**src/hdl/bsm_pkg.sv**
```systemverilog
// Shared types and codes for the bank switch mapper.
package bsm_pkg;

   localparam int AddrWidth   = 16;
   localparam int DataWidth   = 8;
   localparam int CountWidth  = 9;
   localparam int OffsetWidth = 21;
   localparam int KindWidth   = 3;
   localparam int BankRegs    = 8;

   typedef enum logic [KindWidth-1:0] {
      REQ_WRITE = 3'd0,
      REQ_TICK  = 3'd1,
      REQ_PRG   = 3'd2,
      REQ_CHR   = 3'd3,
      REQ_NT    = 3'd4
   } req_kind_type;

   // register write decode, {addr[14:13], addr[0]}
   typedef enum logic [2:0] {
      WR_BANK_SELECT = 3'd0,
      WR_BANK_DATA   = 3'd1,
      WR_MIRROR      = 3'd2,
      WR_RAM_CTRL    = 3'd3,
      WR_IRQ_LATCH   = 3'd4,
      WR_IRQ_RELOAD  = 3'd5,
      WR_IRQ_DISABLE = 3'd6,
      WR_IRQ_ENABLE  = 3'd7
   } wr_decode_type;

   typedef enum logic [1:0] {
      CSR_PRG_COUNT   = 2'd0,
      CSR_CHR_COUNT   = 2'd1,
      CSR_FOUR_SCREEN = 2'd2
   } csr_index_type;

   typedef struct packed {
      logic [CountWidth-1:0] prg_bank_count;
      logic [CountWidth-1:0] chr_bank_count;
      logic                  four_screen;
   } cfg_type;

   typedef struct packed {
      logic [KindWidth-1:0] req_type;
      logic [AddrWidth-1:0] addr;
      logic [DataWidth-1:0] value;
   } req_item_type;

   typedef struct packed {
      logic [BankRegs-1:0][DataWidth-1:0] bank_regs;
      logic                               chr_swap_mode;
      logic                               prg_swap_mode;
      logic [2:0]                         bank_index;
      logic                               mirror_horizontal;
      logic                               ram_enable_bit;
      logic                               ram_protect_bit;
      logic [DataWidth-1:0]               line_counter;
      logic [DataWidth-1:0]               line_reload;
      logic                               irq_enabled;
      logic                               irq_pending;
   } mapper_state_type;

endpackage

```
**src/hdl/bsm_stream_if.sv**
```systemverilog
// Valid/ready channel interfaces for requests and responses.
interface bsm_req_if;
   logic        valid;
   logic        ready;
   logic [2:0]  req_type;
   logic [15:0] addr;
   logic [7:0]  value;

   modport source (output valid, req_type, addr, value, input ready);
   modport sink   (input valid, req_type, addr, value, output ready);
endinterface

interface bsm_rsp_if;
   logic        valid;
   logic        ready;
   logic [20:0] mapped_offset;
   logic        out_of_range;
   logic        irq_line;
   logic        ram_enabled;
   logic        ram_protected;

   modport source (output valid, mapped_offset, out_of_range, irq_line, ram_enabled,
                   ram_protected, input ready);
   modport sink   (input valid, mapped_offset, out_of_range, irq_line, ram_enabled,
                   ram_protected, output ready);
endinterface

```
**src/hdl/bsm_state.sv**
```systemverilog
// Mapper register file, scanline counter and IRQ flags.
module bsm_state
   import bsm_pkg::*;
(
   input  logic             clock,
   input  logic             reset,
   input  logic             update,
   input  req_item_type     item,
   output mapper_state_type state_cur,
   output mapper_state_type state_nxt
);

   mapper_state_type state_ff;
   mapper_state_type state_in;
   mapper_state_type state_rst;
   logic [DataWidth-1:0] count_dec;
   wr_decode_type        decode;

   assign decode    = wr_decode_type'({item.addr[14:13], item.addr[0]});
   assign count_dec = state_ff.line_counter - 8'd1;

   // reset image: protect on, line counter at 255, rest zero
   always_comb begin
      state_rst                 = '0;
      state_rst.ram_protect_bit = 1'b1;
      state_rst.line_counter    = 8'hFF;
   end

   always_comb begin
      state_in = state_ff;
      case (item.req_type)
         REQ_WRITE: begin
            case (decode)
               WR_BANK_SELECT: begin
                  state_in.chr_swap_mode = item.value[7];
                  state_in.prg_swap_mode = item.value[6];
                  state_in.bank_index    = item.value[2:0];
               end
               WR_BANK_DATA:   state_in.bank_regs[state_ff.bank_index] = item.value;
               WR_MIRROR:      state_in.mirror_horizontal = item.value[0];
               WR_RAM_CTRL: begin
                  state_in.ram_enable_bit  = item.value[7];
                  state_in.ram_protect_bit = ~item.value[6];
               end
               WR_IRQ_LATCH:   state_in.line_reload  = item.value;
               WR_IRQ_RELOAD:  state_in.line_counter = state_ff.line_reload + 8'd1;
               WR_IRQ_DISABLE: begin
                  state_in.irq_enabled = 1'b0;
                  state_in.irq_pending = 1'b0;
               end
               WR_IRQ_ENABLE:  state_in.irq_enabled = 1'b1;
               default:        state_in.irq_enabled = 1'b1;
            endcase
         end
         REQ_TICK: begin
            if (count_dec == '0) begin
               state_in.line_counter = state_ff.line_reload;
               state_in.irq_pending  = 1'b1;
            end else begin
               state_in.line_counter = count_dec;
            end
         end
         default: ;
      endcase
   end

   always_ff @(posedge clock) begin
      if (reset) begin
         state_ff <= state_rst;
      end else if (update) begin
         state_ff <= state_in;
      end
   end

   assign state_cur = state_ff;
   assign state_nxt = state_in;

endmodule

```
**src/hdl/bsm_xlate.sv**
```systemverilog
// PRG, CHR and nametable address translation.
module bsm_xlate
   import bsm_pkg::*;
(
   input  mapper_state_type         state,
   input  cfg_type                  cfg,
   input  req_item_type             item,
   output logic [OffsetWidth-1:0]   offset,
   output logic                     out_of_range
);

   logic [1:0]            prg_slot;
   logic [CountWidth-1:0] prg_bank;
   logic [CountWidth-1:0] prg_second_last;
   logic [CountWidth-1:0] prg_last;
   logic [2:0]            chr_slot;
   logic [2:0]            chr_reg_sel;
   logic [DataWidth-1:0]  chr_bank;
   logic [1:0]            nt_phys;

   assign prg_slot        = item.addr[14:13];
   assign prg_second_last = cfg.prg_bank_count - 9'd2;
   assign prg_last        = cfg.prg_bank_count - 9'd1;

   always_comb begin
      if (prg_slot == 2'd1)
         prg_bank = {1'b0, state.bank_regs[7]};
      else if (prg_slot == 2'd3)
         prg_bank = prg_last;
      else if ((prg_slot == 2'd0) == !state.prg_swap_mode)
         prg_bank = {1'b0, state.bank_regs[6]};
      else
         prg_bank = prg_second_last;
   end

   // slots 0..3 are two 2 KiB pairs, 4..7 map to regs 2..5
   assign chr_slot    = item.addr[12:10] ^ {state.chr_swap_mode, 2'b00};
   assign chr_reg_sel = chr_slot - 3'd2;
   assign chr_bank    = chr_slot[2] ? state.bank_regs[chr_reg_sel]
                      : {state.bank_regs[{2'b00, chr_slot[1]}][7:1], chr_slot[0]};

   always_comb begin
      if (cfg.four_screen)
         nt_phys = item.addr[11:10];
      else if (state.mirror_horizontal)
         nt_phys = {1'b0, item.addr[11]};
      else
         nt_phys = {1'b0, item.addr[10]};
   end

   always_comb begin
      offset       = '0;
      out_of_range = 1'b0;
      case (item.req_type)
         REQ_PRG: begin
            offset       = {prg_bank[7:0], item.addr[12:0]};
            out_of_range = (prg_bank >= cfg.prg_bank_count);
         end
         REQ_CHR: begin
            offset       = {3'b000, chr_bank, item.addr[9:0]};
            out_of_range = ({1'b0, chr_bank} >= cfg.chr_bank_count);
         end
         REQ_NT:  offset = {9'd0, nt_phys, item.addr[9:0]};
         default: ;
      endcase
   end

endmodule

```
**src/hdl/bank_switch_mapper_with_line_irq_unit.sv**
```systemverilog
// Bank switch mapper with scanline IRQ counter: top level.
// Takes one request per cycle while the response side accepts, and returns one response
// per request, in order. A request is captured into an input register on the req
// transfer; once the output register is free or being drained, the translation and
// the register/counter update are done in one pass and the response is loaded into
// the output register. A new request can be taken while the previous one moves on
// from the input register into the output register.
// Lookups (PRG, CHR, nametable) use the mapper state as it stands when the
// request reaches the execute stage, which already includes every earlier write
// and tick; the status bits (irq_line, ram_enabled, ram_protected) show the state
// after the request. Writes, ticks and unknown request types return a zero offset.
// The csr port sets bank counts and four-screen mode; the user must write it only while
// the block is idle, as the block itself does not enforce this.
module bank_switch_mapper_with_line_irq_unit
   import bsm_pkg::*;
(
   input  logic        clock,
   input  logic        reset,
   bsm_req_if.sink     req_ch,
   bsm_rsp_if.source   rsp_ch,
   input  logic        csr_we,
   input  logic [1:0]  csr_index,
   input  logic [8:0]  csr_wdata
);

   // configuration
   cfg_type cfg_ff;

   always_ff @(posedge clock) begin
      if (reset) begin
         cfg_ff.prg_bank_count <= 9'd2;
         cfg_ff.chr_bank_count <= 9'd8;
         cfg_ff.four_screen    <= 1'b0;
      end else if (csr_we) begin
         case (csr_index_type'(csr_index))
            CSR_PRG_COUNT:   cfg_ff.prg_bank_count <= csr_wdata;
            CSR_CHR_COUNT:   cfg_ff.chr_bank_count <= csr_wdata;
            CSR_FOUR_SCREEN: cfg_ff.four_screen    <= csr_wdata[0];
            default: ;
         endcase
      end
   end

   // input register
   logic         s1_valid_ff;
   req_item_type s1_item_ff;
   logic         s1_adv;
   logic         req_fire;

   // output register
   logic                   rsp_valid_ff;
   logic [OffsetWidth-1:0] rsp_offset_ff;
   logic                   rsp_oor_ff;
   logic                   rsp_irq_ff;
   logic                   rsp_ram_en_ff;
   logic                   rsp_ram_prot_ff;

   // execute stage moves when the output register is free or being drained
   assign s1_adv       = s1_valid_ff && (!rsp_valid_ff || rsp_ch.ready);
   assign req_ch.ready = !s1_valid_ff || s1_adv;
   assign req_fire     = req_ch.valid && req_ch.ready;

   always_ff @(posedge clock) begin
      if (reset) begin
         s1_valid_ff <= 1'b0;
      end else if (req_ch.ready) begin
         s1_valid_ff <= req_ch.valid;
      end
   end

   always_ff @(posedge clock) begin
      if (req_fire) begin
         s1_item_ff.req_type <= req_ch.req_type;
         s1_item_ff.addr     <= req_ch.addr;
         s1_item_ff.value    <= req_ch.value;
      end
   end

   // mapper state and translation
   mapper_state_type state_cur;
   mapper_state_type state_nxt;
   logic [OffsetWidth-1:0] xl_offset;
   logic                   xl_oor;

   bsm_state u_state (
      .clock     (clock),
      .reset     (reset),
      .update    (s1_adv),
      .item      (s1_item_ff),
      .state_cur (state_cur),
      .state_nxt (state_nxt)
   );

   bsm_xlate u_xlate (
      .state        (state_cur),
      .cfg          (cfg_ff),
      .item         (s1_item_ff),
      .offset       (xl_offset),
      .out_of_range (xl_oor)
   );

   always_ff @(posedge clock) begin
      if (reset) begin
         rsp_valid_ff <= 1'b0;
      end else if (s1_adv) begin
         rsp_valid_ff <= 1'b1;
      end else if (rsp_ch.ready) begin
         rsp_valid_ff <= 1'b0;
      end
   end

   always_ff @(posedge clock) begin
      if (s1_adv) begin
         rsp_offset_ff   <= xl_offset;
         rsp_oor_ff      <= xl_oor;
         rsp_irq_ff      <= state_nxt.irq_pending & state_nxt.irq_enabled;
         rsp_ram_en_ff   <= state_nxt.ram_enable_bit;
         rsp_ram_prot_ff <= state_nxt.ram_protect_bit;
      end
   end

   assign rsp_ch.valid         = rsp_valid_ff;
   assign rsp_ch.mapped_offset = rsp_offset_ff;
   assign rsp_ch.out_of_range  = rsp_oor_ff;
   assign rsp_ch.irq_line      = rsp_irq_ff;
   assign rsp_ch.ram_enabled   = rsp_ram_en_ff;
   assign rsp_ch.ram_protected = rsp_ram_prot_ff;

   // pending IRQ only gets set by a tick that reaches execute
   a_pending_from_tick: assert property (@(posedge clock) disable iff (reset)
      $rose(state_cur.irq_pending) |->
         $past(s1_adv) && ($past(s1_item_ff.req_type) == REQ_TICK))
      else $error("irq_pending set without a scanline tick");

   // mapper state moves only when a request leaves the execute stage
   a_state_hold: assert property (@(posedge clock) disable iff (reset)
      !s1_adv |=> $stable(state_cur))
      else $error("mapper state changed without a request");

   // a nametable lookup never flags out of range
   a_nt_in_range: assert property (@(posedge clock) disable iff (reset)
      s1_adv && (s1_item_ff.req_type == REQ_NT) |=> !rsp_oor_ff)
      else $error("nametable lookup flagged out of range");

   // an empty execute stage never blocks the input
   a_ready_when_empty: assert property (@(posedge clock) disable iff (reset)
      !s1_valid_ff |-> req_ch.ready)
      else $error("input stalled with empty execute stage");

endmodule
```
**src/flat_wrapper.sv**
```systemverilog
// flat-port wrapper written by rule: the top's interface ports become plain ports
module bank_switch_mapper_with_line_irq_unit_flat import bsm_pkg::*;
  (clock, reset, csr_we, csr_index, csr_wdata, req_ch_valid, req_ch_req_type, req_ch_addr, req_ch_value, req_ch_ready, rsp_ch_valid, rsp_ch_mapped_offset, rsp_ch_out_of_range, rsp_ch_irq_line, rsp_ch_ram_enabled, rsp_ch_ram_protected, rsp_ch_ready);
  bsm_req_if req_ch_i ();
  bsm_rsp_if rsp_ch_i ();
  input  logic clock;
  input  logic reset;
  input  logic csr_we;
  input  logic [1:0] csr_index;
  input  logic [8:0] csr_wdata;
  input wire logic [$bits(req_ch_i.valid)-1:0] req_ch_valid;
  input wire logic [$bits(req_ch_i.req_type)-1:0] req_ch_req_type;
  input wire logic [$bits(req_ch_i.addr)-1:0] req_ch_addr;
  input wire logic [$bits(req_ch_i.value)-1:0] req_ch_value;
  output wire logic [$bits(req_ch_i.ready)-1:0] req_ch_ready;
  output wire logic [$bits(rsp_ch_i.valid)-1:0] rsp_ch_valid;
  output wire logic [$bits(rsp_ch_i.mapped_offset)-1:0] rsp_ch_mapped_offset;
  output wire logic [$bits(rsp_ch_i.out_of_range)-1:0] rsp_ch_out_of_range;
  output wire logic [$bits(rsp_ch_i.irq_line)-1:0] rsp_ch_irq_line;
  output wire logic [$bits(rsp_ch_i.ram_enabled)-1:0] rsp_ch_ram_enabled;
  output wire logic [$bits(rsp_ch_i.ram_protected)-1:0] rsp_ch_ram_protected;
  input wire logic [$bits(rsp_ch_i.ready)-1:0] rsp_ch_ready;
  assign req_ch_i.valid = req_ch_valid;
  assign req_ch_i.req_type = req_ch_req_type;
  assign req_ch_i.addr = req_ch_addr;
  assign req_ch_i.value = req_ch_value;
  assign req_ch_ready = req_ch_i.ready;
  assign rsp_ch_valid = rsp_ch_i.valid;
  assign rsp_ch_mapped_offset = rsp_ch_i.mapped_offset;
  assign rsp_ch_out_of_range = rsp_ch_i.out_of_range;
  assign rsp_ch_irq_line = rsp_ch_i.irq_line;
  assign rsp_ch_ram_enabled = rsp_ch_i.ram_enabled;
  assign rsp_ch_ram_protected = rsp_ch_i.ram_protected;
  assign rsp_ch_i.ready = rsp_ch_ready;
  bank_switch_mapper_with_line_irq_unit u_core (.clock(clock), .reset(reset), .req_ch(req_ch_i), .rsp_ch(rsp_ch_i), .csr_we(csr_we), .csr_index(csr_index), .csr_wdata(csr_wdata));
endmodule
```
**config.mk**
```make
export PLATFORM = sky130hd
export DESIGN_NAME = bank_switch_mapper_with_line_irq_unit_flat
export DESIGN_NICKNAME = d
export VERILOG_FILES = /design/src/hdl/bsm_pkg.sv /design/src/hdl/bsm_stream_if.sv /design/src/hdl/bsm_state.sv /design/src/hdl/bsm_xlate.sv /design/src/hdl/bank_switch_mapper_with_line_irq_unit.sv /design/src/flat_wrapper.sv
export SDC_FILE = /design/constraint.sdc
export NUM_CORES = 1
export LEC_CHECK = 0
export ABC_CLOCK_PERIOD_IN_PS = 3050
export BUFFER_PORTS_ARGS = -buffer_cell sky130_fd_sc_hd__buf_2
export CORE_ASPECT_RATIO = 1.25
export CORE_MARGIN = 2
export CORE_UTILIZATION = 59
export CTS_CLUSTER_DIAMETER = 150
export CTS_CLUSTER_SIZE = 10
export DETAILED_ROUTE_END_ITERATION = 8
export GPL_TIMING_DRIVEN = 0
export PLACE_DENSITY = 0.84
export SLEW_MARGIN = 20
export SYNTH_ARGS = -nofsm -noshare
export SYNTH_HDL_FRONTEND = slang
export SYNTH_SLANG_ARGS = --single-unit
```
**constraint.sdc**
```tcl
create_clock -name clock -period 3.05 [get_ports clock]
set_input_delay 0.61 -clock clock [delete_from_list [all_inputs] [get_ports clock]]
set_output_delay 0.61 -clock clock [all_outputs]
set_load 0.01 [all_outputs]
```
# Word level (Yosys, flattened, before mapping)
# Cells that the tools add are included.
[word_totals] reg_bits=162 out_inout_bits=27
[op_classes] add_sub_neg=5 magnitude_cmp=6 n_eq_ne=17 n_mux=27 bitwise_logic=3 n_reduce_logical=23
[op_table] op="bitwise mux 64 bit" count=1
[op_table] op="case mux 21 bit (3 select lines)" count=1
[op_table] op="2-to-1 mux 8 bit" count=7
[op_table] op="2-to-1 mux 9 bit" count=3
[op_table] op="binary-select mux 8 bit (select 3 bit)" count=1
[op_table] op="demux 8 bit (select 3 bit)" count=1
[op_table] op="case mux 8 bit (2 select lines)" count=1
[op_table] op="== test 3 bit, second input constant" count=5
[op_table] op="AND reduction 3 bit" count=5
[op_table] op="== test 3 x 2 -> 1 bit, second input constant" count=4
[op_table] op="greater-or-equal comparator 8 x 9 -> 1 bit" count=1
[op_table] op="greater-or-equal comparator 9 bit" count=1
[op_table] op="subtractor 9 x 1 -> 9 bit, second input constant" count=1
[op_table] op="subtractor 9 x 2 -> 9 bit, second input constant" count=1
[op_table] op="adder 8 x 1 -> 8 bit, second input constant" count=1
[op_table] op="logical NOT 8 bit" count=1
[op_table] op="< comparator 3 x 4 -> 1 bit, second input constant" count=2
[op_table] op="subtractor 8 x 1 -> 8 bit, second input constant" count=1
[op_table] op="== test 3 x 1 -> 1 bit, second input constant" count=2
[op_table] op="logical NOT 3 bit" count=2
[op_table] op="2-to-1 mux 1 bit" count=6
[op_table] op="2-to-1 mux 2 bit" count=3
[op_table] op="case mux 1 bit (2 select lines)" count=3
[op_table] op="AND reduction 2 bit" count=3
[op_table] op="other kinds (15)" count=24

# Longest topological paths before layout
# Gate-level depths: netlist (run 1).
[logic_depth] word_depth=7 depth_mapped=13 mapped_depth_nobuf=13

# Modules after synthesis
# A second synthesis (run 1) with hierarchy kept.
[hier_totals] cells_unflattened=914 hier_area_um2=9102.5
[by_module_without_submodules] mod="bsm_state" n_inst=1 cells_each=535 area_each_um2=4949.7 seq_area_each_um2=1801.7
[by_module_without_submodules] mod="bank_switch_mapper_with_line_irq_unit" n_inst=1 cells_each=140 area_each_um2=2463.6 seq_area_each_um2=1981.9
[by_module_without_submodules] mod="bsm_xlate" n_inst=1 cells_each=239 area_each_um2=1689.1 seq_area_each_um2=0.0

# Worst setup path before layout (run 1)
# OpenSTA, ideal clock, no wires.
[synth_path] path_type="flip-flop to flip-flop" startpoint="register u_core.s1_item_ff[21] in the netlist's numbering" endpoint="register u_core.rsp_oor_ff (netlist: u_core.rsp_ch.out_of_range), data pin" setup_ps=256 t_arrival_ps=2517 path_slack_ps=277 stages_incl_launch_ff=13 path_buffers=1 synth_period_minus_slack_ps=2773 path_cell_list="edfxtp_1 > clkbuf_1 > nor2_2 > xnor2_1 > mux2_2 > nor2_1 > a21oi_1 > ha_1 > a21o_1 > a21o_1 > a21oi_1 > o21ai_0 > a22o_1"
[synth_between] elab_chain_len=7 elab_cells_between_ends=9 cone_classes="1 x order compare; 3 x eq/ne; 4 x mux; 1 x reduce/logical"
[synth_rtl] element="from (decl)" line_no="bank_switch_mapper_with_line_irq_unit.sv:46" text="req_item_type s1_item_ff;"
[synth_rtl] element="logical NOT 2 bit" line_no="bsm_xlate.sv:30" text="else if ((prg_slot == 2'd0) == !state.prg_swap_mode)"
[synth_rtl] element="== test 1 bit" line_no="bsm_xlate.sv:30"
[synth_rtl] element="2-to-1 mux 9 bit" line_no="bsm_xlate.sv:30"
[synth_rtl] element="2-to-1 mux 9 bit" line_no="bsm_xlate.sv:28" text="else if (prg_slot == 2'd3)"
[synth_rtl] element="2-to-1 mux 9 bit *" line_no="bsm_xlate.sv:26" text="if (prg_slot == 2'd1)"
[synth_rtl] element="greater-or-equal comparator 9 bit *" line_no="bsm_xlate.sv:57" text="out_of_range = (prg_bank >= cfg.prg_bank_count);"
[synth_rtl] element="case mux 1 bit (2 select lines) *" line_no="bsm_xlate.sv:54" text="case (item.req_type)"
[synth_rtl] element="to (signal assigned)" line_no="bank_switch_mapper_with_line_irq_unit.sv:115" text="rsp_oor_ff <= xl_oor;"
[synth_rtl] element="to (decl)" line_no="bank_switch_mapper_with_line_irq_unit.sv:53" text="logic rsp_oor_ff;"
# Every way passes the cells marked *; elsewhere a longest branch is shown, timed or not.
# A chain may end at the register's enable or synchronous reset.

# Final worst setup path (run 1)
[layout_path] startpoint="register u_core.s1_item_ff[22] in the netlist's numbering" endpoint="register u_core.rsp_oor_ff (netlist: u_core.rsp_ch.out_of_range), data pin"
# The elaborated chain is that of the path after synthesis.

==> results of run 1 <==
[flip-flops by register name (all words and copies together), names as in the netlist]
signal and cells:
u_core.s1_valid_ff 1, u_core.rsp_ch.irq_line 1, u_core.rsp_ch.ram_protected 1, u_core.rsp_ch.out_of_range 1
u_core.u_state.state_cur 88, u_core.s1_item_ff 26, u_core.rsp_ch.valid 1, u_core.rsp_ch.mapped_offset 21
u_core.rsp_ch.ram_enabled 1, u_core.cfg_ff 19
[how the worst max path moves through the flow]
| stage | end | start | slack [ns] | cells after the start |
|---|---|---|---|---|
| after floorplan | u_core.rsp_ch.out_of_range | u_core.s1_item_ff[21] | 0.28 | 12 |
| after global placement | u_core.rsp_ch.out_of_range | u_core.s1_item_ff[21] | -0.24 | 11 |
| after detailed placement | u_core.rsp_ch.out_of_range | u_core.s1_item_ff[21] | -0.29 | 11 |
| after CTS | u_core.rsp_ch.out_of_range | u_core.cfg_ff[12] | 0.02 | 13 |
| after global routing | u_core.rsp_ch.out_of_range | u_core.cfg_ff[11] | -0.02 | 13 |
| final | u_core.rsp_ch.out_of_range | u_core.s1_item_ff[22] | 0.14 | 11 |
[cell usage after synthesis (17+ instances only)]
library cell	instances	share of area, %
nor2_1	139	6.8
nand2_1	45	2.2
o21ai_0	21	1.4
inv_1	22	1.1
xnor2_1	17	1.9
edfxtp_1	51	20
ha_1	23	3.8
dfxtp_1	109	29
mux2i_1	99	13
a21oi_1	36	2.4
nor2b_1	18	1.5
clkbuf_1	40	2.0
[kinds of logic (layout without fill, tap and decap cells)]
kind of cell	after synthesis	count (layout)	synth area share, %
AO/OA/AOI/OAI	111	111	9.42
XOR/XNOR	21	21	2.41
AND/OR/NAND/NOR	271	271	16.6
multiplexers	108	108	15.3
adder cells (fa/ha/maj)	23	23	3.76
buffers and inverters	75	181	3.93
flip-flops	160	160	48.6
[per-layer routing]
| metal | vias up | track usage, % |
|---|---|---|
| li1 | 2879 | - |
| met4 | 0 | 16.9 |
| met2 | 259 | 45.7 |
| met5 | - | 0 |
| met3 | 76 | 5.26 |
| met1 | 2905 | 30.7 |
[critical path: stages, from the launching register on]
cell and delay [ns]:
edfxtp_1 0.43, clkbuf_2 0.22, clkbuf_1 0.26, o31ai_1 0.40, a21o_1 0.14, ha_1 0.21
nand2b_1 0.14, a21o_1 0.18, a21o_1 0.18, a21oi_1 0.14, o21ai_0 0.10, a22o_1 0.25
[final cells by class]
type	instances	share of cell area, %
buffer	51	2.47
clock inverter	15	1.83
sequential	160	41.7
multi-input combinational	534	41.4
timing repair buffer	76	4.50
tap	168	2.36
clock buffer	17	4.78
inverter	22	0.927
[repair_timing]
item | CTS | global route
cloned | 0 | 0
hold buffers | 0 | 0
setup buffers | 1 | 7
setup endpoints to repair | 1 | 1
gates resized for setup | 4 | 15
pin swaps | 0 | 1
hold endpoints to repair | 0 | 0
[where the power goes]
| part | total, µW | switching [µW] | internal [µW] |
|---|---|---|---|
| sequential | 2280 | 29.2 | 2250 |
| combinational | 383 | 240 | 144 |
| clock | 2070 | 976 | 1090 |
| total | 4730 | 1240 | 3490 |
[cell usage in the layout, fill, tap and decap left out, types with 8 or more instances in the layout]
cell / count
clkbuf_1: 33
buf_4: 8
clkbuf_16: 17
a21oi_1: 36
xnor2_1: 16
edfxtp_1: 51
nand3_1: 16
nor2_1: 139
o21ai_0: 21
dfxtp_1: 109
buf_2: 77
inv_1: 21
nor2b_1: 18
ha_1: 23
a21o_1: 11
nand2_1: 45
mux2i_1: 99
[metrics by stage]
step / setup TNS, ns / util, % / total power, µW / std cells / worst slack, ns
after floorplan: 0 / - / 2550 / 769 / 0.277
after global placement: -0.243 / 64.7 / 2680 / 1005 / -0.243
after detailed placement: -0.295 / 64.8 / 2690 / 1005 / -0.295
after CTS: 0 / 69.5 / 4720 / 1036 / 0.0206
after global routing: -0.0162 / 70.3 / 4860 / 1043 / -0.0162
final: 0 / 70.3 / 4730 / 1043 / 0.142
==> metrics, run 1 <==
status complete, no violations; synth warn 0; WS Path Type register to register; final instance area 0.00890 mm²; gr ovfl total 0; DRT iter0 DRCs 418; DRT Pass-1 Iters 5; Rel. slew slack 32.8%; Seq/Total Area, Yosys 48.6%; Cell Rows 46; RR Endpoint u_core.rsp_ch.out_of_range; ys flop type dfxtp_1; Worst-path clk slew 0.07 ns; multi-input logic area 0.00369 mm²; # IOs 70; die area 0.0139 mm²; Met2 Routed Length 9.60 mm; Detailed Place HPWL 13.0 mm; period utilisation layout 95.3%; Min-Delay Path Depth 1; final-report setup violation count 0; Clk Latency, worst-skew pair 0.44 ns; Worst-Margin Slew 1.01 ns; number of synthesized flops with an enable pin 51; reg2reg path depth 11; f_max 344 MHz; syn_nets 835; Die Wd 106 µm; Post-Syn Area 0.00765 mm²; register area 0.00371 mm²; min Tclk post-route 2.91 ns; #FFs+latches synth 160; Num CTS Buffers 17; layout cells sized above 1 17.4%; hold path startpoint req_ch_addr[0]; Area Growth Syn to Fin 16.4%; via count 6119; top layer reached by signal wires met4; GRT Overall Usage 26.9%; CTS tree yes; Cell variety after synth 61; static leakage power 0.00365 µW; Core Area 0.0127 mm²; first-pass GRT wire length 29.1 mm; Clock Skew 0.0163 ns; Placed Area 0.00820 mm²; Critical Path Source Type register; clock buffer depth 2; Register-to-Register Setup Slack 0.14 ns; GPL Wtd Cong 0.935; final hold violation count 0; required time worst endpoint 3.23 ns; HP Class input pin to register; IO Port Bufs 68; DR vias/cell 5.87; drt total wl 19.0 mm; Root Buffer clkbuf_16; number of max-cap violations 0; cell area power density 531 mW/mm²; initial antenna violation count 0; DRT met1 WL 7.22 mm; worst reg2reg startpoint u_core.s1_item_ff[22]; Antenna Cells 0; hold slack 0.346 ns; Peak VDD IR 0.427 mV; die outline height 131 µm; vias in the first global route 5961; fin nets 928; Crit. End Element register; post-route ant nets 0; Initial Util 60.4%; average size of a mapped cell 9.94 µm²; DRC violations left 0; Worst Path Max Fanout 10; routed wire length per instance 18.3 µm; largest net degree at the start of global routing 27; Mapped Cells 769; hold worst-path end u_core.s1_item_ff[8]; sinks on the clock net 160; Post-synth ARST share 0%; met3 wire len 1.10 mm; H-tree levels 4; crit path DAT 3.09 ns; Filler Cell Count 917; Slew Limit Fails 0
Note: power is estimated with default switching activity, not from simulation.
==> run 2: changes to the inputs <==
- CORE_UTILIZATION: 59 -> 55
- PLACE_DENSITY: 0.84 -> 0.8
==> metrics, run 2 (synthesis gave the netlist of run 1 again) <==
status complete, no violations; DRC violations left 0 (unchanged); DRT iter0 DRCs 384 (-8.1%); fin nets 923 (-0.54%); dpl ws -0.331 ns (-0.0363 ns); f_max 343 MHz (-0.27%); drt total wl 17.8 mm (-6.3%); min Tclk post-route 2.92 ns (+0.00776 ns); Core Area 0.0137 mm² (+8.1%); Filler Cell Count 1090 (+19%); final-report setup violation count 0 (unchanged); Antenna Cells 0 (unchanged); die area 0.0149 mm² (+7.0%); Rel. slew slack 25.8% (-7.0 points); clock buffer depth 2 (unchanged); Slew Limit Fails 0 (unchanged); unrepaired setup endpoints after global routing no; H-tree levels 4 (unchanged); commonest non-fill, non-tap cell in the layout nor2_1; Detailed Place HPWL 12.7 mm (-1.7%); period utilisation layout 95.6% (+0.25 points); Comb power frac 7.8% (-0.3 points); vias in the first global route 5596 (-6.1%); non-filler instance count after layout 1045 (+0.19%); IO Port Bufs 68 (unchanged); gr ovfl total 0 (unchanged); sinks on the clock net 160 (unchanged); routed wire length per instance 17.1 µm (-6.5%); required time worst endpoint 3.23 ns (about the same); initial antenna violation count 0 (unchanged); Initial Util 55.8% (-4.5 points); Area Growth Syn to Fin 16.0%; Peak VDD IR 0.355 mV (-17%); Core Util, Final 64.8% (-5.5 points); DRT Pass-1 Iters 5 (unchanged); Post-Place Cells 1012 (+0.70%); Pint 3490 µW (about the same); number of max-cap violations 0 (unchanged); cell area power density 533 mW/mm² (+0.28%); Min-Delay Path Depth 1 (unchanged); via count 5884 (-3.8%); Clock Skew 0.0130 ns (-0.00331 ns); die outline height 136 µm (+3.5%); CTS tree yes; GRT Overall Usage 25.4% (-1.5 points); Die Wd 109 µm (+3.4%); hold slack 0.354 ns (+0.00768 ns); Cell Rows 48 (+4.3%); Final TNS setup 0 ns (unchanged); # IOs 70 (unchanged); Clock power frac 44.0% (+0.3 points); DR vias/cell 5.63 (-4.0%); GPL Wtd Cong 0.901 (-3.6%); layout cells sized above 1 16.8% (-0.59 points); Sw Ratio 26.3% (-0.033 points); HP Class input pin to register; first-pass GRT wire length 28.6 mm (-1.7%); Worst Slack Setup Final 0.135 ns (-0.00776 ns); switching power 1240 µW (-0.21%); Clk Latency, worst-skew pair 0.43 ns (about the same); most frequent cells in the layout 139 x nor2_1, 109 x dfxtp_1, 99 x mux2i_1; Critical Path Source Type register; post-route ant nets 0 (unchanged); Root Buffer clkbuf_16; CTS Hold Buffers Added 0 (unchanged); Num CTS Buffers 17 (unchanged); Worst Path Max Fanout 10 (unchanged); Crit. End Element register; static leakage power 0.00361 µW (-1.0%); crit path DAT 3.09 ns (about the same); final hold violation count 0 (unchanged); reg2reg path depth 8 (-3); Worst-Margin Slew 1.11 ns (+0.103 ns); largest net degree at the start of global routing 27 (unchanged); Worst-path clk slew 0.07 ns (about the same); WS Path Type register to register; register share of total power 48.2% (about the same); Register-to-Register Setup Slack 0.13 ns (about the same); max reg flops 88 (unchanged)
## run 2: changes by cell type in the layout (fill, tap and decap cells not counted), moves of 2 or more
cell and change:
clkinv_4 -2, clkbuf_2 -2, inv_6 -2, buf_4 -5
inv_8 +2, clkinvlp_4 +2
## run 2: worst paths after layout
kind,start,to
hold / removal,req_ch_addr[5],u_core.s1_item_ff[13]
setup reg to reg,u_core.s1_item_ff[19],u_core.rsp_ch.out_of_range
setup / recovery,u_core.s1_item_ff[19],u_core.rsp_ch.out_of_range
hold reg to reg,u_core.u_state.state_cur[23],u_core.u_state.state_cur[23]
## run 2: per-layer routing
layer  up-vias  part of all wire, %  routed length [µm]  track usage [%]
met2       158                   52                9350             44.2
li1       2877                    -                   -                -
met4         0                  3.1                 546             12.2
met1      2816                   41                7270             30.4
met5         -                    0                   0                0
met3        33                  3.8                 671             3.88
## run 2: power groups by stage
stage	clock network (µW)	registers (µW)	logic (µW)
floorplan	0	2320	227
global placement	0	2320	357
detailed placement	0	2320	363
CTS	2100	2280	362
global route	2190	2280	406
finish	2080	2280	370
## run 2: area by class of cell
| cell class | count | area [µm²] | area share [%] |
|---|---|---|---|
| Multi-Input combinational cell | 534 | 3680 | 41.5 |
| Inverter | 22 | 82.6 | 0.931 |
| Timing Repair Buffer | 71 | 363 | 4.09 |
| Buffer | 51 | 219 | 2.47 |
| Tap cell | 175 | 219 | 2.47 |
| Clock inverter | 15 | 165 | 1.86 |
| Sequential cell | 160 | 3710 | 41.9 |
| Clock buffer | 17 | 425 | 4.80 |
## run 2: stage by stage
step | area [µm²] | power, µW
after floorplan | 7650 | 2550
after global placement | 8210 | 2680
after detailed placement | 8210 | 2680
after CTS | 8810 | 4740
after global routing | 8870 | 4880
final | 8870 | 4730
## run 2: worst max-delay path, cell delays in order (launching register included)
cell and delay (ns):
edfxtp_1 0.68, clkbuf_2 0.38, mux4_2 0.34, nand2_1 0.10
o21ai_0 0.15, ha_1 0.33, a2111oi_0 0.32, o21ai_0 0.16
a22o_1 0.21
## run 2: repair_timing
action | CTS | global route
pin swaps | 0 | 1
setup endpoints to repair | 1 | 1
setup buffers | 1 | 2
gates resized for setup | 4 | 16
